==> src/hdl/lzh_pkg.sv <==
// shared constants and types for the lzh byte depacker
// used by the history ram, the output packer and the top level
package lzh_pkg;

  localparam int WindowDepth = 8192;
  localparam int HistAw      = $clog2(WindowDepth);
  localparam int MaxOutput   = 49152;
  // out count may pass the limit by one token and the final byte
  localparam int CountW      = $clog2(MaxOutput + 67);
  localparam int DistW       = 13;
  localparam int LenW        = 7;
  localparam int DistHiW     = 12;

  localparam logic [1:0] StatOk    = 2'd0;
  localparam logic [1:0] StatRange = 2'd1;
  localparam logic [1:0] StatTrunc = 2'd2;

  localparam logic CfgVersion = 1'b0;
  localparam logic CfgFinal   = 1'b1;

  // one decoded byte or a status-only event from the sequencer
  typedef struct packed {
    logic       valid;
    logic       has_byte;
    logic [7:0] data;
    logic       last;
    logic [1:0] status;
    logic       fin;
  } lzh_push_t;

endpackage

==> src/hdl/lzh_out_pack.sv <==
// pairs decoded bytes into result items and holds one item for the output
// depends on lzh_pkg for the push struct
module lzh_out_pack import lzh_pkg::*; (
  input  logic       clk_i,
  input  logic       rst_ni,
  input  lzh_push_t  push_i,
  output logic       ready_o,
  output logic       m_axis_tvalid,
  input  logic       m_axis_tready,
  // byte_first[7:0], byte_second[15:8], byte_count[17:16], status[19:18], zero pad
  output logic [23:0] m_axis_tdata,
  // final_res
  output logic       m_axis_tlast
);

  logic       m_valid_q;
  logic       have_q;
  logic [7:0] held_q;
  logic [7:0] first_q, second_q;
  logic [1:0] count_q, status_q;
  logic       fin_q;
  logic       can_load, hold, fire;

  assign can_load = !m_valid_q || m_axis_tready;
  assign hold     = push_i.has_byte && !have_q && !push_i.last;
  assign ready_o  = hold || can_load;
  assign fire     = push_i.valid && ready_o;

  always_ff @(posedge clk_i or negedge rst_ni) begin
    if (!rst_ni) begin
      m_valid_q <= 1'b0;
      have_q    <= 1'b0;
    end else begin
      if (fire && !hold) begin
        m_valid_q <= 1'b1;
      end else if (m_axis_tready) begin
        m_valid_q <= 1'b0;
      end
      if (fire) begin
        if (hold) begin
          have_q <= 1'b1;
          held_q <= push_i.data;
        end else begin
          have_q    <= 1'b0;
          status_q  <= push_i.last ? push_i.status : StatOk;
          fin_q     <= push_i.last && push_i.fin;
          if (have_q) begin
            first_q  <= held_q;
            second_q <= push_i.has_byte ? push_i.data : 8'd0;
            count_q  <= push_i.has_byte ? 2'd2 : 2'd1;
          end else begin
            first_q  <= push_i.has_byte ? push_i.data : 8'd0;
            second_q <= 8'd0;
            count_q  <= push_i.has_byte ? 2'd1 : 2'd0;
          end
        end
      end
    end
  end

  assign m_axis_tvalid = m_valid_q;
  assign m_axis_tdata  = {4'd0, status_q, count_q, second_q, first_q};
  assign m_axis_tlast  = fin_q;

endmodule

==> config.mk <==
export PLATFORM = sky130hd
export DESIGN_NAME = lzh_out_pack
export DESIGN_NICKNAME = d
export VERILOG_FILES = /design/src/hdl/lzh_pkg.sv /design/src/hdl/lzh_out_pack.sv
export SDC_FILE = /design/constraint.sdc
export NUM_CORES = 1
export LEC_CHECK = 0
export ABC_AREA = 1
export BUFFER_PORTS_ARGS = -buffer_cell sky130_fd_sc_hd__clkbuf_2
export CORE_ASPECT_RATIO = 1.4
export CORE_UTILIZATION = 52
export DETAILED_ROUTE_END_ITERATION = 7
export GPL_TIMING_DRIVEN = 0
export PLACE_DENSITY = 0.83
export SLEW_MARGIN = 10
export SYNTH_ARGS = -nofsm -noshare
export SYNTH_HDL_FRONTEND = slang
export SYNTH_SLANG_ARGS = --single-unit
==> constraint.sdc <==
create_clock -name clk_i -period 4.25 [get_ports clk_i]
set_input_delay 0.6375 -clock clk_i [delete_from_list [all_inputs] [get_ports clk_i]]
set_output_delay 0.6375 -clock clk_i [all_outputs]
set_load 0.03 [all_outputs]
After elaboration in Yosys (flattened, before gate mapping)

Index checks and enable logic that the tools add are counted.

Multiplexer cells: 8
Bitwise logic cells: 1
Reductions and logical operators: 14

Operators by type and width:

| kind                | number |
|---|---|
| 8-bit two-way mux   | 2 |
| 3-bit AND reduction | 2 |
| 1-bit logical AND   | 5 |
| 1-bit logical NOT   | 4 |
| 1-bit two-way mux   | 4 |
| 2-bit two-way mux   | 2 |
| 1-bit logical OR    | 2 |
| 2-bit nonzero test  | 1 |
| 1-bit inverter      | 1 |

Flip-flop bits (word level): 31
Bits of input ports: 17
Output and inout port bits: 27
Logic and storage cells: 31

Longest topological paths before layout

Gate-level depths: netlist (run 1).

Word-level depth: 7
Depth in mapped cells: 7
Gate-level depth less buffers: 7

Least setup slack after synthesis (run 1)

No wires, ideal clock.

Path kind: input to register
From: input push_i[12] (netlist name)
To: register count_q[0], enable pin
Setup time: 0.399 ns
Arrival: 2.018 ns
Required time: 3.851 ns
Setup slack: 1.833 ns
Cell stages on the path: 5
Path buffers: 0
Cells stage by stage: ha_1 > nand2_2 > nand2_2 > nand2_2 > nor2_1

Longest elaborated chain between the ends: 5
Elaborated cells on any way between the ends: 6
Those cells by class: 1 x bitwise; 5 x reduce/logical

RTL lines:

| element                              | line               | RTL |
|---|---|---|
| from (decl)                          | lzh_out_pack.sv:6  | `input lzh_push_t push_i,` |
| 1-bit logical AND (2 in a row)       | lzh_out_pack.sv:25 | `assign hold = push_i.has_byte && !have_q && !push_i.last;` |
| 1-bit logical OR                     | lzh_out_pack.sv:26 | `assign ready_o = hold \|\| can_load;` |
| via ready_o                          | lzh_out_pack.sv:7  | `output logic ready_o,` |
| 1-bit logical AND                    | lzh_out_pack.sv:27 | `assign fire = push_i.valid && ready_o;` |
| 3-bit AND reduction (no source line) | --                 |  |
| to (signal assigned)                 | lzh_out_pack.sv:50 | `count_q <= push_i.has_byte ? 2'd2 : 2'd1;` |
| to (signal assigned)                 | lzh_out_pack.sv:54 | `count_q <= push_i.has_byte ? 2'd1 : 2'd0;` |
| to (decl)                            | lzh_out_pack.sv:20 | `logic [1:0] count_q, status_q;` |

The timed path passes the listed nets, and every way through them passes these cells.
A chain may end at the register's enable or synchronous reset.

Worst setup path after layout (run 1)

From: register have_q
To: output ready_o

Longest elaborated chain between the ends: 4

RTL lines:

| element                        | line               | RTL |
|---|---|---|
| from (decl)                    | lzh_out_pack.sv:17 | `logic have_q;` |
| from (signal assigned)         | lzh_out_pack.sv:32 | `have_q <= 1'b0;` |
| from (signal assigned)         | lzh_out_pack.sv:41 | `have_q <= 1'b1;` |
| from (signal assigned)         | lzh_out_pack.sv:44 | `have_q <= 1'b0;` |
| 1-bit logical NOT              | lzh_out_pack.sv:25 |  |
| 1-bit logical AND (2 in a row) | lzh_out_pack.sv:25 |  |
| 1-bit logical OR               | lzh_out_pack.sv:26 |  |
| to (decl)                      | lzh_out_pack.sv:7  |  |

No other way between the ends.

==> results of run 1 <==
## logic make-up after synthesis
kind of cell	count (synthesis)
adder cells (fa/ha/maj)	1
AND/OR/NAND/NOR	33
other	1
AO/OA/AOI/OAI	8
buffers and inverters	22
flip-flops	31
## layer usage
metal  routed length [microns]  share of wire  GRT usage
met1                       816           0.40      0.173
met4                        30          0.015     0.0804
met2                      1060           0.52      0.296
met3                       125          0.061     0.0625
met5                         0              0          0
## flip-flops by register name (all words and copies together) (netlist names)
signal	count
count_q	2
first_q	8
have_q	1
held_q	8
m_axis_tlast	1
m_axis_tvalid	1
second_q	8
status_q	2
## power breakdown
part / internal [mW] / total, mW / switching (mW)
combinational: 0.0307 / 0.0967 / 0.0660
sequential: 0.350 / 0.354 / 0.00388
clock: 0.121 / 0.216 / 0.0952
total: 0.502 / 0.667 / 0.165
## cell usage in the layout (no fill, tap or decap)
master and n:
a21o_2 1, buf_4 4, buf_6 1, bufinv_16 1
clkbuf_2 39, clkbuf_4 5, clkbuf_8 1, clkinv_1 1
clkinv_2 1, conb_1 4, dfrtp_1 2, edfxtp_1 29
ha_1 1, inv_1 16, inv_2 1, nand2_1 15
nand2_2 3, nand2_4 2, nand3_1 2, nor2_1 9
nor2_2 1, nor2_4 1, o21ai_2 7
## layout make-up
type | count | area (sq um) | area share
plain buffers | 5 | 43.8 | 0.0275
clock buffers | 5 | 37.5 | 0.0235
clock inverters | 3 | 38.8 | 0.0243
inverters | 17 | 63.8 | 0.0400
multi-input cells | 46 | 256 | 0.161
flip-flops and latches | 31 | 921 | 0.577
well taps | 22 | 27.5 | 0.0173
repair buffers | 40 | 206 | 0.129
## Yosys cell counts, drive strengths merged
library cell and count:
edfxtp 29, nand2 20, inv 17, nor2 11, o21ai 7, buf 4
dfrtp 2, nand3 2, a21o 1, clkbuf 1, conb 1, ha 1
## stage by stage
stage / util / hold slack (ps) / setup WS, ps / area, sq um / power (mW)
floorplan: - / 342 / 1830 / 1280 / 0.428
global placement: 0.668 / 438 / 1430 / 1510 / 0.453
detailed placement: 0.674 / 443 / 2040 / 1520 / 0.459
CTS: 0.708 / 76.1 / 2150 / 1600 / 0.673
global route: 0.708 / 77.9 / 2080 / 1600 / 0.692
finish: 0.708 / 101 / 2180 / 1600 / 0.667
## final timing paths
check | cells past startpoint | startpoint | slack [ps] | endpoint
max | 5 | have_q | 2180 | ready_o
min | 1 | rst_ni | 100 | m_axis_tvalid
max reg2reg | 7 | have_q | 2350 | second_q[4]
min reg2reg | 2 | held_q[7] | 530 | first_q[7]
max in group asynchronous | 1 | rst_ni | 4030 | have_q
min in group clk_i | 1 | push_i[9] | 500 | held_q[5]
==> impl_metrics.tcl, run 1 <==
set metrics [dict create \
    wl_per_cell_microns 12.0 \
    io_buffers 39 \
    synth-xor-area-share 0 \
    antenna_found_initial 0 \
    crit_chain "inv_1 -> ha_1 -> nand2_2 -> nand2_2 -> clkbuf_2" \
    final_cells 169 \
    ys_types 16 \
    crit_family "flip-flops" \
    synth_area_leaders "edfxtp_1 (69%), o21ai_2 (4.8%), inv_1 (4.7%), nand2_1 (4.4%), dfrtp_1 (3.9%)" \
    yosys.area.top_type "edfxtp_1" \
    dpl.cell_count 161 \
    synth_compound_area_frac 0.0551 \
    netlist_area_sq_um 1270 \
    ant_nets 0 \
    critPathKind "flop to output port" \
    worst_setup_path_end_kind "output port" \
    cpMaxStageDelayCell "dfrtp_1" \
    setup_viol 0 \
    cts.hold.buffers_added 0 \
    place.gp.congestion 0.788 \
    start_kind "flop" \
    drt-initial-drc-count 22 \
    cts_buffers 5 \
    core_sq_um 2250 \
    post_cts_resized 0 \
    hold_viol_final 0 \
    fmax_mhz 484 \
    syn_inst 96 \
    fin_crit_ps 2070 \
    max_stage_delay_ps 390 \
    synth.area.mux_share 0 \
    cts_tree "yes" \
    yosys_warnings 0 \
    avgSynthCellArea_sq_um 13.2 \
    drt_wl_total_mm 2.03 \
    worst_slew_pin_slew_ps 753 \
    drc 3 \
    max_slew_margin 0.496 \
    tns_ps 0 \
    fin_worst_skew_ps 5.87 \
    grt_pass1_vias 716 \
    vdd_ir_drop_max_uv 364 \
    vias 815 \
    clkTransAtPathRegs_ps 90 \
    drtPass1Iterations 6 \
    finalCritPeriodShare 0.487 \
    dp_hpwl_mm 1.54 \
    pin_count 44 \
    crit_top_cell "nand2_2" \
    clockBufferDepth 2 \
    crit_fanout 3 \
    synth_fa_ha_area_frac 0.00984 \
    final_layout_size_suffix_gt1_frac 0.463 \
    power_density_nw_per_um2 418 \
    numClockSinks 31 \
    yosys.area_share.simple 0.123 \
    grt.overflow.total 0 \
    ys_ff_latch 31 \
    layout-area-overhead-vs-synth_pct 25.5 \
    insertion_delay_ps 320 \
    synth_top_family_by_area "simple AND/OR/NAND/NOR gates" \
    grt_setup_unrepaired "false" \
    crit_buf_inv 2 \
    yosys.area.top_type_share 0.685 \
    initial_utilization 0.564 \
    dieWidth_microns 43.8 \
    grt_use_total 0.168 \
    hold_path.class "input pin to async pin" \
    slew_violations 0 \
    dieArea_sq_um 2650 \
    cp.required_ps 3610 \
    rows 20 \
    p_leak_nw 0.764 \
    nets 164 \
    cts-root-buf "clkbuf_4" \
    fillCellCount 153 \
    die_h_microns 60.5 \
    ys_seq_area_frac 0.724 \
    n_antenna_cell 0 \
    cts-htree-levels 2 \
    drv_cap 0 \
    status "finished with violations" \
    crit_arrival_ps 1430 \
    routed_via_density 4.82 \
    grt_max_degree 13 \
    grt_pass1_wl_mm 3.04 \
    failed_checks "DRC" \
    postCtsSetupBuffers 0 \
]
(Power assumes the default switching activity.)
==> run 2, diff against run 1 <==
CORE_UTILIZATION = 48   (was 52)
PLACE_DENSITY = 0.77   (was 0.83)
clock period = 2.2 ns   (was 4.25 ns; I/O delays follow)
==> run 2 against run 1 <==
The run now ends clean; non-clock buffer count stayed put; first-iteration DRC count decreased by 50%; global-route usage shrank 0.29 points; setup slack worse by 1800 ps; largest cell class unchanged.
==> impl_metrics.tcl, run 2 (same netlist as run 1, synthesis figures left out) <==
set metrics [dict create \
    status "finished, final reports clean" \
    reg_top3 "first_q x8, held_q x8, second_q x8" \
    finalCritPeriodShare 0.813 \
    wl_per_cell_microns 11.0 \
    max_slew_margin 0.533 \
    cts-htree-levels 2 \
    pin_count 44 \
    cp.required_ps 2170 \
    setup_slack_ps 412 \
    grt_pass1_wl_mm 3.09 \
    place.gp.congestion 0.733 \
    postCtsSetupBuffers 0 \
    io_buffers 39 \
    die_h_microns 62.9 \
    grt_pass1_vias 729 \
    critPathKind "flop to flop" \
    n_antenna_cell 0 \
    routed_via_density 4.38 \
    insertion_delay_ps 330 \
    dieWidth_microns 45.5 \
    cts_buffers 5 \
    final_cells 181 \
    drv_cap 0 \
    layout_common_cells "clkbuf_2 (39), edfxtp_1 (29), inv_1 (16)" \
    layout-area-overhead-vs-synth_pct 24.9 \
    slew_violations 0 \
    nets 164 \
    fmax_mhz 559 \
    worst_slew_pin_slew_ps 697 \
    clkTransAtPathRegs_ps 90 \
    power_density_nw_per_um2 746 \
    drtPass1Iterations 3 \
    ant_nets 0 \
    numClockSinks 31 \
    grt_use_total 0.165 \
    vdd_ir_drop_max_uv 442 \
    grt_setup_unrepaired "false" \
    worst_setup_path_end_kind "flop" \
    cts-root-buf "clkbuf_4" \
    crit_fanout 21 \
    start_kind "flop" \
    dpl.cell_count 172 \
    dp_hpwl_mm 1.42 \
    rows 21 \
    final_common_cell "clkbuf_2" \
    setup_viol 0 \
    drc 0 \
    fin_crit_ps 1790 \
    grt_max_degree 22 \
    fin_worst_skew_ps 8.12 \
    hold_viol_final 0 \
    initial_utilization 0.520 \
    crit_arrival_ps 1760 \
    drt-initial-drc-count 11 \
    pre_cts_slack_ps 104 \
    dieArea_sq_um 2860 \
    core_sq_um 2440 \
    clockBufferDepth 2 \
    hold_path.class "input pin to flop" \
    final_layout_size_suffix_gt1_frac 0.449 \
    vias 793 \
    cts_tree "yes" \
    antenna_found_initial 0 \
    tns_ps 0 \
    p_leak_nw 0.749 \
    hold_slack_ps 181 \
    grt.overflow.total 0 \
    r2r_slack_ps 410 \
    drt_wl_total_mm 1.99 \
]
run 2: changes by cell type in the layout (fill, tap and decap cells not counted), sizes merged:
| cell | before | now |
|---|---|---|
| clkinv | 2 | 1 |
| bufinv | 1 | 0 |
| dlygate4sd3 | 0 | 1 |
| clkbuf | 45 | 47 |
| buf | 5 | 4 |
run 2: final timing paths:
path | depth (start not counted) | startpoint | to
worst min-delay path | 1 | push_i[5] | held_q[1]
worst max-delay path | 6 | have_q | second_q[3]
max in group asynchronous | 2 | rst_ni | m_axis_tvalid
worst min register to register | 2 | held_q[5] | first_q[5]
min in group asynchronous | 2 | rst_ni | have_q
worst max register to register | 6 | have_q | second_q[3]
run 2: stage by stage:
stage	area [sq um]	utilization	total power, mW
after detailed placement	1520	0.623	0.883
after global routing	1590	0.650	1.23
after floorplan	1280	-	0.828
final	1590	0.650	1.18
after global placement	1520	0.623	0.877
after CTS	1580	0.648	1.19
run 2: power by group:
| part | internal, mW | switching (mW) |
|---|---|---|
| registers | 0.677 | 0.00750 |
| clock network | 0.124 | 0.189 |
| logic | 0.0589 | 0.127 |
run 2: repair_timing:
action	in CTS	in global routing
hold buffers	1	0
resized for setup	0	1
hold endpoints to repair	2	0
endpoints found under the setup margin	0	21
run 2: cell type report:
type | count | area, sq um
buffer | 5 | 43.8
clock buffer | 7 | 45.0
clock inverter | 1 | 5.00
fill | 196 | 856
inverter | 17 | 63.8
multi-input combinational | 46 | 262
sequential | 31 | 921
tap | 34 | 42.5
timing repair buffer | 40 | 205
run 2: layer usage:
metal | global-route usage | vias to the layer above | wire (microns)
li1 | - | 404 | -
met1 | 0.157 | 358 | 730
met2 | 0.254 | 25 | 1060
met3 | 0.0723 | 6 | 119
met4 | 0.140 | 0 | 82
met5 | 0 | - | 0
run 2: worst max-delay path, stage by stage, from the launching register on:
cell and delay, ps:
dfrtp_1 390, inv_1 130, ha_1 210, nand2_2 80, nand2_2 80, nand2_2 70
nor2_4 450
